<file path="src/design/assert_macros.svh">
// Assertion helpers for the top-level file that checks this design.
`ifndef ASSERT_MACROS_SVH
`define ASSERT_MACROS_SVH

// Same-cycle implication, disabled while reset is asserted.
`define ASSERT_IMPL(lbl, clk, rst_n, ante, cons) \
    lbl: assert property (@(posedge clk) disable iff (!(rst_n)) (ante) |-> (cons)) \
        else $error("assertion failed: lbl");

// Next-cycle implication, disabled while reset is asserted.
`define ASSERT_NEXT(lbl, clk, rst_n, ante, cons) \
    lbl: assert property (@(posedge clk) disable iff (!(rst_n)) (ante) |=> (cons)) \
        else $error("assertion failed: lbl");

`endif

</file>
<file path="src/design/btlo_pkg.sv">
`timescale 1ns / 1ps
// ----------------------------------------------------------------------------
// btlo_pkg
// Shared types and constants for the bottom-up level-order tree lister.
// ----------------------------------------------------------------------------
package btlo_pkg;

    localparam int MAX_NODES_DEF = 1024;
    localparam int ID_BITS_DEF   = 16;
    localparam int DEPTH_W       = 10;
    localparam logic [DEPTH_W-1:0] DEPTH_MAX = {DEPTH_W{1'b1}};

    localparam logic ACT_LOAD  = 1'b0;
    localparam logic ACT_FETCH = 1'b1;

    typedef enum logic [4:0] {
        S_IDLE,
        S_RT_CHK,
        S_RT_CAND,
        S_RQ_CHK,
        S_RQ_CMP,
        S_APP_ROOT,
        S_BFS_CHK,
        S_BFS_ND,
        S_SR_CHK,
        S_SR_CMP,
        S_BFS_KID,
        S_APP1,
        S_APP2,
        S_SEG_INIT,
        S_SEG_REF,
        S_SEG_SCAN,
        S_SEG_CMP,
        S_FT_RD,
        S_FT_OUT
    } t_state;

    // Address source for the child-store read port.
    typedef enum logic [1:0] {
        KID_R,
        KID_Q,
        KID_ROOT
    } t_kid_sel;

    // Address source for the listing-store read port.
    typedef enum logic [1:0] {
        ORD_I,
        ORD_K,
        ORD_END,
        ORD_S
    } t_ord_sel;

    typedef struct packed {
        logic     load;
        logic     walk_init;
        logic     cap_cand;
        logic     q_clr;
        logic     q_inc;
        logic     r_clr;
        logic     r_inc;
        logic     root_hit;
        logic     app_root;
        logic     cap_cur;
        logic     cap_kids;
        logic     clr_kids;
        logic     app1;
        logic     app2;
        logic     i_inc;
        logic     seg_start;
        logic     cap_ref;
        logic     s_dec;
        logic     set_k;
        logic     out_empty;
        logic     out_data;
        logic     k_inc;
        logic     end_to_s;
        t_kid_sel kid_sel;
        t_ord_sel ord_sel;
    } t_cmd;

    typedef struct packed {
        logic listing;
        logic found;
        logic r_at_cnt;
        logic q_at_cnt;
        logic kid_hit;
        logic node_match;
        logic i_at_oc;
        logic i_zero;
        logic k1_nz;
        logic k2_nz;
        logic full;
        logic end_zero;
        logic s_zero;
        logic depth_eq;
        logic k_last;
    } t_status;

endpackage

</file>
<file path="src/design/btlo_ctrl.sv">
`timescale 1ns / 1ps
// ----------------------------------------------------------------------------
// btlo_ctrl
// Controller: sequences root search, breadth-first walk, level scan and fetch.
// ----------------------------------------------------------------------------
module btlo_ctrl (
    input  logic              i_clk,
    input  logic              i_rst_n,
    input  logic              start,
    input  logic              i_action,
    input  btlo_pkg::t_status i_sts,
    output btlo_pkg::t_cmd    o_cmd,
    output logic              busy
);
    btlo_pkg::t_state r_state, n_state;
    logic             r_pend, n_pend;

    always_ff @(posedge i_clk) begin
        if (!i_rst_n) begin
            r_state <= btlo_pkg::S_IDLE;
            r_pend  <= 1'b0;
        end else begin
            r_state <= n_state;
            r_pend  <= n_pend;
        end
    end

    always_comb begin
        n_state       = r_state;
        n_pend        = r_pend;
        o_cmd         = '0;
        o_cmd.kid_sel = btlo_pkg::KID_R;
        o_cmd.ord_sel = btlo_pkg::ORD_I;
        unique case (r_state)
            btlo_pkg::S_IDLE: begin
                if (start) begin
                    if (i_action == btlo_pkg::ACT_LOAD) begin
                        o_cmd.load = 1'b1;
                    end else if (i_sts.listing) begin
                        n_state = btlo_pkg::S_FT_RD;
                    end else begin
                        o_cmd.walk_init = 1'b1;
                        n_pend          = 1'b1;
                        n_state         = btlo_pkg::S_RT_CHK;
                    end
                end
            end
            btlo_pkg::S_RT_CHK: begin
                if (i_sts.r_at_cnt) begin
                    if (i_sts.found) begin
                        n_state = btlo_pkg::S_APP_ROOT;
                    end else begin
                        o_cmd.seg_start = 1'b1;
                        n_state         = btlo_pkg::S_SEG_INIT;
                    end
                end else begin
                    n_state = btlo_pkg::S_RT_CAND;
                end
            end
            btlo_pkg::S_RT_CAND: begin
                o_cmd.cap_cand = 1'b1;
                o_cmd.q_clr    = 1'b1;
                n_state        = btlo_pkg::S_RQ_CHK;
            end
            btlo_pkg::S_RQ_CHK: begin
                o_cmd.kid_sel = btlo_pkg::KID_Q;
                if (i_sts.q_at_cnt) begin
                    // No record names the candidate as a child: latest root so far.
                    o_cmd.root_hit = 1'b1;
                    o_cmd.r_inc    = 1'b1;
                    n_state        = btlo_pkg::S_RT_CHK;
                end else begin
                    n_state = btlo_pkg::S_RQ_CMP;
                end
            end
            btlo_pkg::S_RQ_CMP: begin
                if (i_sts.kid_hit) begin
                    o_cmd.r_inc = 1'b1;
                    n_state     = btlo_pkg::S_RT_CHK;
                end else begin
                    o_cmd.q_inc = 1'b1;
                    n_state     = btlo_pkg::S_RQ_CHK;
                end
            end
            btlo_pkg::S_APP_ROOT: begin
                o_cmd.app_root = 1'b1;
                n_state        = btlo_pkg::S_BFS_CHK;
            end
            btlo_pkg::S_BFS_CHK: begin
                o_cmd.ord_sel = btlo_pkg::ORD_I;
                if (i_sts.i_at_oc) begin
                    o_cmd.seg_start = 1'b1;
                    n_state         = btlo_pkg::S_SEG_INIT;
                end else begin
                    n_state = btlo_pkg::S_BFS_ND;
                end
            end
            btlo_pkg::S_BFS_ND: begin
                o_cmd.cap_cur = 1'b1;
                if (i_sts.i_zero) begin
                    // The root takes its children from its own record.
                    o_cmd.kid_sel = btlo_pkg::KID_ROOT;
                    n_state       = btlo_pkg::S_BFS_KID;
                end else begin
                    o_cmd.r_clr = 1'b1;
                    n_state     = btlo_pkg::S_SR_CHK;
                end
            end
            btlo_pkg::S_SR_CHK: begin
                o_cmd.kid_sel = btlo_pkg::KID_R;
                if (i_sts.r_at_cnt) begin
                    o_cmd.clr_kids = 1'b1;
                    n_state        = btlo_pkg::S_APP1;
                end else begin
                    n_state = btlo_pkg::S_SR_CMP;
                end
            end
            btlo_pkg::S_SR_CMP: begin
                if (i_sts.node_match) begin
                    o_cmd.cap_kids = 1'b1;
                    n_state        = btlo_pkg::S_APP1;
                end else begin
                    o_cmd.r_inc = 1'b1;
                    n_state     = btlo_pkg::S_SR_CHK;
                end
            end
            btlo_pkg::S_BFS_KID: begin
                o_cmd.cap_kids = 1'b1;
                n_state        = btlo_pkg::S_APP1;
            end
            btlo_pkg::S_APP1: begin
                o_cmd.app1 = 1'b1;
                if (i_sts.k1_nz && i_sts.full) begin
                    o_cmd.seg_start = 1'b1;
                    n_state         = btlo_pkg::S_SEG_INIT;
                end else begin
                    n_state = btlo_pkg::S_APP2;
                end
            end
            btlo_pkg::S_APP2: begin
                o_cmd.app2 = 1'b1;
                if (i_sts.k2_nz && i_sts.full) begin
                    o_cmd.seg_start = 1'b1;
                    n_state         = btlo_pkg::S_SEG_INIT;
                end else begin
                    o_cmd.i_inc = 1'b1;
                    n_state     = btlo_pkg::S_BFS_CHK;
                end
            end
            btlo_pkg::S_SEG_INIT: begin
                o_cmd.ord_sel = btlo_pkg::ORD_END;
                if (i_sts.end_zero) begin
                    n_pend  = 1'b0;
                    n_state = r_pend ? btlo_pkg::S_FT_RD : btlo_pkg::S_IDLE;
                end else begin
                    n_state = btlo_pkg::S_SEG_REF;
                end
            end
            btlo_pkg::S_SEG_REF: begin
                o_cmd.cap_ref = 1'b1;
                n_state       = btlo_pkg::S_SEG_SCAN;
            end
            btlo_pkg::S_SEG_SCAN: begin
                o_cmd.ord_sel = btlo_pkg::ORD_S;
                if (i_sts.s_zero) begin
                    o_cmd.set_k = 1'b1;
                    n_pend      = 1'b0;
                    n_state     = r_pend ? btlo_pkg::S_FT_RD : btlo_pkg::S_IDLE;
                end else begin
                    n_state = btlo_pkg::S_SEG_CMP;
                end
            end
            btlo_pkg::S_SEG_CMP: begin
                if (i_sts.depth_eq) begin
                    o_cmd.s_dec = 1'b1;
                    n_state     = btlo_pkg::S_SEG_SCAN;
                end else begin
                    o_cmd.set_k = 1'b1;
                    n_pend      = 1'b0;
                    n_state     = r_pend ? btlo_pkg::S_FT_RD : btlo_pkg::S_IDLE;
                end
            end
            btlo_pkg::S_FT_RD: begin
                o_cmd.ord_sel = btlo_pkg::ORD_K;
                if (i_sts.end_zero) begin
                    o_cmd.out_empty = 1'b1;
                    n_state         = btlo_pkg::S_IDLE;
                end else begin
                    n_state = btlo_pkg::S_FT_OUT;
                end
            end
            btlo_pkg::S_FT_OUT: begin
                o_cmd.out_data = 1'b1;
                if (i_sts.k_last) begin
                    // Level finished: find the start of the next shallower level.
                    o_cmd.end_to_s = 1'b1;
                    n_state        = btlo_pkg::S_SEG_INIT;
                end else begin
                    o_cmd.k_inc = 1'b1;
                    n_state     = btlo_pkg::S_IDLE;
                end
            end
            default: begin
                n_state = btlo_pkg::S_IDLE;
            end
        endcase
    end

    assign busy = (r_state != btlo_pkg::S_IDLE);

endmodule
</file>
<file path="config.mk">
export PLATFORM = sky130hd
export DESIGN_NAME = btlo_ctrl
export DESIGN_NICKNAME = d
export VERILOG_FILES = /design/src/design/assert_macros.svh /design/src/design/btlo_pkg.sv /design/src/design/btlo_ctrl.sv
export SDC_FILE = /design/constraint.sdc
export NUM_CORES = 1
export LEC_CHECK = 0
export ABC_AREA = 0
export BUFFER_PORTS_ARGS = -buffer_cell sky130_fd_sc_hd__buf_2
export CAP_MARGIN = 20
export CORE_AREA = 2 2 54 56
export DETAILED_ROUTE_END_ITERATION = 8
export DIE_AREA = 0 0 56 58
export PLACE_DENSITY = 0.68
export SETUP_SLACK_MARGIN = 0.02
export SKIP_CTS_REPAIR_TIMING = 1
export SKIP_LAST_GASP = 1
export SLEW_MARGIN = 40
export SYNTH_ARGS = -nofsm -noshare
export SYNTH_HDL_FRONTEND = slang
export SYNTH_SLANG_ARGS = --single-unit
</file>
<file path="constraint.sdc">
create_clock -name i_clk -period 1.83 [get_ports i_clk]
set_input_delay 0.0915 -clock i_clk [delete_from_list [all_inputs] [get_ports i_clk]]
set_output_delay 0.0915 -clock i_clk [all_outputs]
set_load 0.02 [all_outputs]
</file>
### Word level (Yosys, flattened, before mapping)

Cells that the tools add are included.

* mux-type cells: 71
* equal/unequal tests: 24
* reduce and logical (&&, ||, !) cells: 7

Operators by type and width (number)
* case mux 5 bit (19 select lines): 1
* equality test 5 x 4 -> 1 bit, second input constant: 8
* two-way mux 5 bit: 8
* two-way mux 1 bit: 38
* equality test 5 x 3 -> 1 bit, second input constant: 4
* two-way mux 2 bit: 10
* two-way mux 4 bit: 5
* equality test 5 bit, second input constant: 3
* inequality test 2 bit, second input constant: 6
* equality test 5 x 2 -> 1 bit, second input constant: 2
* case mux 1 bit (4 select lines): 2
* AND reduction 7 bit: 1
* two-way mux 3 bit: 2
* case mux 2 bit (3 select lines): 1
* equality test 5 x 1 -> 1 bit, second input constant: 1
* logical NOT 5 bit: 1
* nonzero test 5 bit: 1
* case mux 1 bit (2 select lines): 2
* case mux 2 bit (2 select lines): 1
* nonzero test 4 bit: 1
* case mux 1 bit (3 select lines): 1
* logical AND 1 bit: 2
* AND reduction 2 bit: 1

* logic and storage cells: 104
* output and inout bits: 28
* bits in registers: 6

### Longest topological paths before layout

* word-level depth: 4
* depth in mapped cells: 7
* depth with buffers taken out: 5

### Least setup slack after synthesis

Ideal clock, no wire load.

* path type: reg-to-output
* start point: register r_state[1]
* end point: output port o_cmd[24] (netlist name)
* required time: 1738 ps
* data arrival time: 1683 ps
* stages on the path, launching flop included: 4
* path buffers: 1
* setup slack: 55 ps
* cell sequence: dfxtp_1 or3b_2 nor3_1 buf_4

RTL lines
* from (decl): RTL line btlo_ctrl.sv:15 `btlo_pkg::t_state r_state, n_state;`
* from (signal assigned): RTL line btlo_ctrl.sv:20 `r_state <= btlo_pkg::S_IDLE;`
* from (signal assigned): RTL line btlo_ctrl.sv:23 `r_state <= n_state;`
* to (decl): RTL line btlo_ctrl.sv:12 `output btlo_pkg::t_cmd o_cmd,`

==> flow_summary_export.csv <==
group,metric,value,unit
timing,slew_violations,0,
synthesis,yosys-top-cells-area,"dfxtp_1 12%, nor2_1 4.4%, nor3b_1 4.4%, nand3b_1 3.7%, buf_6 3.3%",
grt,wire_length_of_the_first_global_routing_pass,5.823,mm
grt,largest_net_degree_at_the_start_of_global_routing,21,
synthesis,seq_area_frac_synth,11.74,%
synthesis,synth_area_per_cell,7.471,um^2
clocking,clk_pin_slew,0.05,ns
power_and_ir_drop,pwr_density_cell,1218,nW/um^2
timing,slew_headroom,69.97,%
drt,drt_pre_antenna_iters,4,
timing,fin_crit,1.779,ns
grt,first_global_vias,1225,
drt,finalWirelength,3.797,mm
drt,drt_iter0_markers,68,
finish,n_fill_cell,264,
synthesis,ys_async_sr_fraction,0,%
worst_setup_path,end_kind,"primary output",
synthesis,synth-compound-area-share,25.55,%
grt,antenna_found_initial,0,
synthesis,post-synth-top-area-cell,"dfxtp_1",
synthesis,synth-edff-count,0,
worst_setup_path,critPathLaunchType,"flop",
drt,count_of_nets_left_with_antenna_violations_after_detail_routing,0,
die,core-area,2663,um^2
worst_setup_path,crit_arrival,1.69,ns
status,run_status,"finished, final reports clean",
finish,drive_gt1_share,50.26,%
timing,achievable-frequency,0.5622,GHz
synthesis,syn-cell-area,1023,um^2
grt,grt_overflow,0,
placement,dpl_cells,219,
flow_run,max_cap_viol_count,0,
timing,layout_setup_ws,0.05127,ns
synthesis,post_synth_and_or_nand_nor_area_fraction,49.14,%
min_path,hold_class,"in2reg",
timing,timing.final.setup_violations,0,
synthesis,synth_cell_type_count,59,
timing,timing.final.crit_share,97.20,%
finish,finish.net_count,216,
synthesis,postSynthRegisterBits,6,
placement,place_hpwl,2.804,mm
timing,setup_repair_after_global_routing_missed_its_margin,"true",
synthesis,synthAdderAreaFrac,0,%
die,die-area,3248,um^2
worst_setup_path,cp_data_required_time,1.74,ns
clocking,htree_levels,1,
worst_setup_path,critical-path-max-stage-delay,0.38,ns
die,io_count,47,
clocking,tritoncts_clock_tree,"done",
finish,flow.area_growth_from_synthesis,40.95,%
power_and_ir_drop,cellLeakagePower,0.6820,nW
clocking,tritoncts_num_sinks,6,
synthesis,synth_top_family_by_area,"simple AND/OR/NAND/NOR gates",
timing,tightestPinTransition,0.4495,ns
drt,viasPerCell,5.876,
finish,antenna_cells_inserted,0,
synthesis,yosysTopAreaCellShare,11.74,%
die,floorplan.die.height,58,um
power_and_ir_drop,ir_drop,0.0008005,V
synthesis,muxShareOfSynthArea,4.156,%
power_and_ir_drop,p_total,1.757,mW
timing,timing_hold_violations_final,0,
placement,pre_cts_ws,0.04617,ns
timing,worst_hold_slack,0.1240,ns
die,num_rows,19,
clocking,cts_buffers,3,
placement,placement.io_buffers,46,
worst_setup_path,timing.critical_path.fanout_max,9,
die,die-width,56,um
synthesis,gate_count_post_synth,137,
clocking,clockRootBuffer,"clkbuf_4",
worst_setup_path,ordered_cell_list_for_the_critical_path,"or2_4, nor4_4, inv_2, nor3b_2, buf_4",
drt,post-route-drc-count,0,
synthesis,synth-warning-count,0,
worst_setup_path,cpMaxStageDelayCell,"dfxtp_4",
drt,num_vias,1328,
placement,gp_congestion,0.9204,
grt,grt.total_usage,22.59,%
worst_setup_path,timing_worst_setup_path_type,"reg2out",
clocking,clkLatencyLatePin,0.25,ns
finish,final_cell_count_without_fillers,226,
synthesis,synth_xor_xnor_area_share,0,%
clocking,worst_case_clock_buffer_depth,2,
drt,drt-wirelength-per-cell,16.80,um
die,floorplan.initialDensity,38.44,%
timing,skew,0.0007720,ns
synthesis,net_count_after_synthesis,156,
synthesis,postSynth.topFlopCell,"dfxtp_1",
==> logic make-up after synthesis <==
logic type	count (synthesis)
AO/OA/AOI/OAI	32
buffers and inverters	15
flip-flops	6
multiplexers	4
AND/OR/NAND/NOR	80
==> cell type report <==
cell class | count | area [um^2] | share of cell area [%]
multi-input cells | 116 | 840.8 | 58.28
repair buffers | 66 | 389.1 | 26.97
flip-flops and latches | 6 | 136.4 | 9.454
well taps | 31 | 38.79 | 2.689
clock buffers | 3 | 22.52 | 1.561
inverters | 4 | 15.01 | 1.041
==> Yosys cell counts, types with 5 or more instances <==
| cell | count |
|---|---|
| nor2_1 | 12 |
| nand2_1 | 8 |
| dfxtp_1 | 6 |
| nor3_1 | 6 |
| nor3b_1 | 6 |
| nand2b_1 | 5 |
| nand3_1 | 5 |
| nand3b_1 | 5 |
| nor2b_1 | 5 |
==> final timing paths <==
kind | startpoint | end | slack, ns | depth (start not counted)
worst min register to register | r_pend | r_pend | 0.60 | 1
worst max register to register | r_state[4] | r_state[3] | 0.18 | 5
worst min-delay path | i_rst_n | r_state[3] | 0.12 | 2
worst max-delay path | r_state[4] | o_cmd[25] | 0.05 | 5
==> report_power, final <==
part	switching, mW	internal, mW
clock	0.0556	0.0747
combinational	0.714	0.598
sequential	0.124	0.191
total	0.894	0.864
==> flip-flops by register name, indices dropped and copies added (netlist names) <==
name,flops
r_pend,1
r_state,5
==> through the flow <==
step | util [%] | area (um^2) | setup TNS [ns]
6_report | 54.18 | 1443 | 0
4_1_cts | 50.85 | 1354 | -0.7205
5_1_grt | 54.18 | 1443 | -0.02370
3_3_place_gp | 50.00 | 1331 | 0
3_5_place_dp | 50.00 | 1331 | 0
2_1_floorplan | - | 1023 | 0
==> critical path, delay by kind of cell (launching register included) <==
family	cells	cell delay (ns)
buffers and inverters	2	0.27
AND/OR/NAND/NOR	3	0.79
flip-flops	1	0.38
==> per-layer routing <==
metal / vias to the layer above / track usage [%] / share of wire [%]
met5: - / 0 / 0
met4: 0 / 8.503 / 1.7
met3: 9 / 1.786 / 9.4
met2: 79 / 38.32 / 47
met1: 602 / 30.11 / 42
li1: 638 / - / -
==> layout by cell type, fill, tap and decap left out, types with 2 or more instances in the layout <==
master    netlist  layout
inv_1           4       3
nand3b_1        5       5
and3b_1         2       2
nand2b_1        5       4
and3_1          3       3
a31oi_1         2       2
o21ai_0         3       2
mux2i_1         2       2
o211ai_1        2       2
buf_2           2      44
a21oi_1         4       4
nor3b_2         1       2
nand3_1         5       5
nor3_1          6       5
nor4_1          3       2
clkbuf_4        0       3
dfxtp_4         0       4
a311o_1         2       2
buf_4           4      21
nor2b_1         5       5
o21ai_1         1       2
nor2_2          2       2
nand2_1         8       8
and2_1          4       4
or3b_4          1       3
mux2_2          2       2
nor3b_1         6       5
nor2_1         12      12
nor3_2          1       2
Note: power is estimated with default switching activity, not from simulation.
